### src/rtl/core/kvm_pkg.sv
`timescale 1ns / 1ps
package kvm_pkg;

  localparam int COORD_W  = 16;
  localparam int COORDS   = 3;
  localparam int VERT_W   = COORD_W * COORDS;
  localparam int CFG_W    = 13;
  localparam int CFG_IDX_W = 2;

  // Request kinds
  localparam logic [1:0] KIND_VERT   = 2'd0;
  localparam logic [1:0] KIND_CORNER = 2'd1;
  localparam logic [1:0] KIND_MORPH  = 2'd2;

  // Register indexes
  localparam logic [CFG_IDX_W-1:0] CFG_VERTS   = 2'd0;
  localparam logic [CFG_IDX_W-1:0] CFG_FRAMES  = 2'd1;
  localparam logic [CFG_IDX_W-1:0] CFG_CORNERS = 2'd2;

  // Result status
  localparam logic STATUS_OK  = 1'b0;
  localparam logic STATUS_ERR = 1'b1;

  // Stage enables of the arithmetic lanes
  typedef struct packed {
    logic s4;
    logic s5;
    logic s6;
  } lane_en_t;

endpackage

### src/rtl/core/kvm_lane.sv
`timescale 1ns / 1ps
module kvm_lane import kvm_pkg::*; (
  input  logic                      clk_i,
  input  lane_en_t                  en_i,
  input  logic signed [COORD_W-1:0] a_i,
  input  logic signed [COORD_W-1:0] b_i,
  input  logic        [7:0]         weight_i,
  input  logic                      bad_i,
  output logic signed [COORD_W-1:0] res_o
);

  logic signed [COORD_W:0]    diff_q;
  logic signed [COORD_W-1:0]  a4_q;
  logic        [7:0]          w4_q;
  logic signed [24:0]         prod_d;
  logic signed [24:0]         prod_q;
  logic signed [COORD_W-1:0]  a5_q;
  logic signed [COORD_W-1:0]  res_q;

  // w < 256 so the product fits 25 signed bits
  assign prod_d = $signed({16'd0, w4_q}) * $signed({{8{diff_q[COORD_W]}}, diff_q});

  always_ff @(posedge clk_i) begin
    if (en_i.s4) begin
      diff_q <= {b_i[COORD_W-1], b_i} - {a_i[COORD_W-1], a_i};
      a4_q   <= a_i;
      w4_q   <= weight_i;
    end
    if (en_i.s5) begin
      prod_q <= prod_d;
      a5_q   <= a4_q;
    end
    // floor shift by 8; the sum always lies between a and b
    if (en_i.s6) begin
      res_q <= bad_i ? '0 : a5_q + prod_q[23:8];
    end
  end

  assign res_o = res_q;

endmodule

### config.mk
export PLATFORM = sky130hd
export DESIGN_NAME = kvm_lane
export DESIGN_NICKNAME = d
export VERILOG_FILES = /design/src/rtl/core/kvm_pkg.sv /design/src/rtl/core/kvm_lane.sv
export SDC_FILE = /design/constraint.sdc
export NUM_CORES = 1
export LEC_CHECK = 0
export BUFFER_PORTS_ARGS = -buffer_cell sky130_fd_sc_hd__buf_2
export CAP_MARGIN = 20
export CORE_MARGIN = 3
export CORE_UTILIZATION = 50
export CTS_CLUSTER_DIAMETER = 30
export CTS_CLUSTER_SIZE = 30
export DETAILED_ROUTE_END_ITERATION = 12
export GPL_TIMING_DRIVEN = 1
export PLACE_DENSITY = 0.71
export REMOVE_ABC_BUFFERS = 1
export SLEW_MARGIN = 20
export SYNTH_ARGS = -nofsm -noshare
export SYNTH_HDL_FRONTEND = slang
export SYNTH_SLANG_ARGS = --single-unit
### constraint.sdc
create_clock -name clk_i -period 5 [get_ports clk_i]
set_input_delay 1 -clock clk_i [delete_from_list [all_inputs] [get_ports clk_i]]
set_output_delay 1 -clock clk_i [all_outputs]
set_load 0.02 [all_outputs]
==> flow_metrics.tcl <==
set metrics [dict create \
    grt_pass1_wl_um 29200 \
    diodes 0 \
    rows 47 \
    finalMaxSlewViolations 0 \
    clk_latency_ns 0.34 \
    ir_drop_mv 0.547 \
    synth_cell_type_count 52 \
    drv_cap 0 \
    avgSynthCellArea_um2 10.5 \
    status "finished clean" \
    totalPowerFinal_uw 7230 \
    synth_commonest_cells "166 x inv_1, 104 x fa_1, 89 x edfxtp_1, 82 x nand2_1, 74 x ha_1" \
    crit_type "flop to flop" \
    swShare_pct 45.3 \
    nets 1127 \
    die_w_um 137 \
    clock-sinks 89 \
    ys_seq_area_share_pct 31.1 \
    fin_worst_skew_ns 0.00650 \
    grt_start_max_net_pins 42 \
    fin_tns_setup_ns 0 \
    ys_dominant_reg_cell "edfxtp_1" \
    leakage_uw 0.00463 \
    period_share_pct 96.5 \
    holdWs_ns 0.419 \
    totalWireLength_um 17400 \
    synth_top_cell_by_area "edfxtp_1" \
    routabilityCongestion 0.879 \
    h-tree-depth 3 \
    fp.dieH_um 137 \
    synth_top_area_share_pct 31.1 \
    antenna_found_initial 0 \
    tightest_slew_ns 0.768 \
    p_per_area_nw_per_um2 743 \
    overflow 0 \
    core_area_um2 16700 \
    path_max_fanout 5 \
    first_pass_iters 5 \
    syn_inst 815 \
    end_kind "flop" \
    dp.final_hpwl_um 13900 \
    area_delta_synth_final_pct 13.2 \
    p_int_uw 3950 \
    ys_ff_latch 89 \
    yosysMostFrequentCell "inv_1" \
    postCtsHoldBufs 0 \
    grtUsageTotal_pct 20.0 \
    synthTopCellsByArea "edfxtp_1 31%, fa_1 24%, ha_1 11%" \
    hold_viol 0 \
    cp-start-kind "flop" \
    clockBufferDepth 2 \
    drt-initial-drc-count 269 \
    slew_headroom_pct 48.8 \
    pwr-share-comb_pct 70.9 \
    drc_errors 0 \
    num_vias 5746 \
    grt_pass1_vias 6061 \
    period_needed_ns 4.83 \
    cp.arrival_ns 4.91 \
    syn_area_um2 8590 \
    wl_per_cell_um 15.4 \
    path_clk_slew_ns 0.07 \
    synth-edff-count 89 \
    port_buffers 60 \
    ios 61 \
    fin_util_pct 58.2 \
    drive_above_1_share_pct 14.5 \
    yosys_warnings 0 \
    maxClockFrequency_mhz 207 \
    start_util_pct 51.4 \
    power_frac_seq_pct 18.9 \
    die_area_um2 18800 \
    p_sw_uw 3280 \
    setup_violations 0 \
    min-delay-path-class "flop to flop" \
    clkPwrFrac_pct 10.2 \
    root_buffer "clkbuf_16" \
    cts_tree "yes" \
    viasPerCell 5.09 \
    required_ns 5.08 \
    numCtsBuffers 9 \
    final_antenna_net_count 0 \
    synthArstFlopShare_pct 0 \
]
[flip-flops by register name (all words and copies together) (netlist names)]
signal,flops
res_o,16
diff_q,17
prod_q,16
a4_q,16
a5_q,16
w4_q,8
[cells in the final DEF (no fill, tap or decap), drive strengths merged, types with 5 or more instances in the layout]
| cell type | netlist | layout |
|---|---|---|
| a211oi | 8 | 8 |
| a21o | 8 | 8 |
| a21oi | 20 | 20 |
| a31oi | 5 | 5 |
| and2 | 64 | 64 |
| buf | 1 | 88 |
| clkbuf | 10 | 10 |
| edfxtp | 89 | 89 |
| fa | 104 | 104 |
| ha | 74 | 74 |
| inv | 166 | 168 |
| nand2 | 82 | 82 |
| nand2b | 5 | 5 |
| nand3 | 6 | 6 |
| nand4 | 7 | 7 |
| nor2 | 41 | 41 |
| nor2b | 9 | 9 |
| nor3 | 14 | 14 |
| o21a | 9 | 9 |
| o21ai | 19 | 19 |
| xnor2 | 31 | 31 |
| xor2 | 13 | 13 |
[per-layer routing]
| layer | global-route usage (%) | part of all wire, % | vias to the layer above |
|---|---|---|---|
| met5 | 0 | 0 | - |
| met4 | 5.54 | 1.6 | 0 |
| met3 | 3.38 | 3.9 | 19 |
| met2 | 34.6 | 52 | 113 |
| met1 | 26.1 | 43 | 2821 |
| li1 | - | - | 2793 |
[per-stage QoR]
| stage | worst slack, ns | instances | instance area, um2 |
|---|---|---|---|
| after floorplan | 0.393 | 804 | 8550 |
| after global placement | 0.164 | 1099 | 9250 |
| after detailed placement | 0.103 | 1099 | 9250 |
| after CTS | 0.0336 | 1115 | 9580 |
| after global routing | -0.00644 | 1129 | 9730 |
| final | 0.173 | 1129 | 9730 |
[cell type report]
class,count,area (um2)
Fill cell,1450,6980
Multi-Input combinational cell,549,5260
Sequential cell,89,2670
Inverter,166,623
Timing Repair Buffer,89,566
Tap cell,220,275
Clock buffer,9,225
Clock inverter,7,101
[kinds of logic after synthesis]
kind of cell,count (synthesis),synth area share (%)
fa+ha+maj,178,35.0
simple gates,238,13.8
xor+xnor,44,4.49
buf+inv,177,7.75
compound gates,89,7.82
flops,89,31.1
[final timing paths]
kind / startpoint / to / slack [ns] / cells past startpoint
setup reg to reg: w4_q[4] / prod_q[20] / 0.17 / 18
setup / recovery: w4_q[4] / prod_q[20] / 0.17 / 18
hold / removal: a4_q[15] / a5_q[15] / 0.42 / 0
hold reg to reg: a4_q[15] / a5_q[15] / 0.42 / 0
[power groups by stage]
stage               registers, uW  logic [uW]  clock network (uW)
floorplan                    1410        3860                   0
global placement             1390        4870                   0
finish                       1370        5120                 741
CTS                          1380        5080                 758
detailed placement           1390        5020                   0
global route                 1390        5850                 783
[critical path, cell delays in order (launching register included)]
cell	delay, ns
edfxtp_1	0.39
buf_4	0.18
buf_4	0.14
and2_1	0.14
fa_1	0.42
fa_1	0.54
inv_1	0.05
fa_1	0.47
inv_1	0.05
fa_1	0.49
ha_1	0.23
nor3_1	0.20
o21ai_0	0.26
a211oi_2	0.26
buf_4	0.18
o21a_2	0.15
o21ai_1	0.10
a211oi_2	0.26
nor3_1	0.07
[repair_timing]
action / CTS / global route
buffers inserted: 0 / 13
endpoints found under the hold margin: 0 / 0
endpoints found under the setup margin: 0 / 10
gates resized for setup: 0 / 2
(Power assumes the default switching activity.)
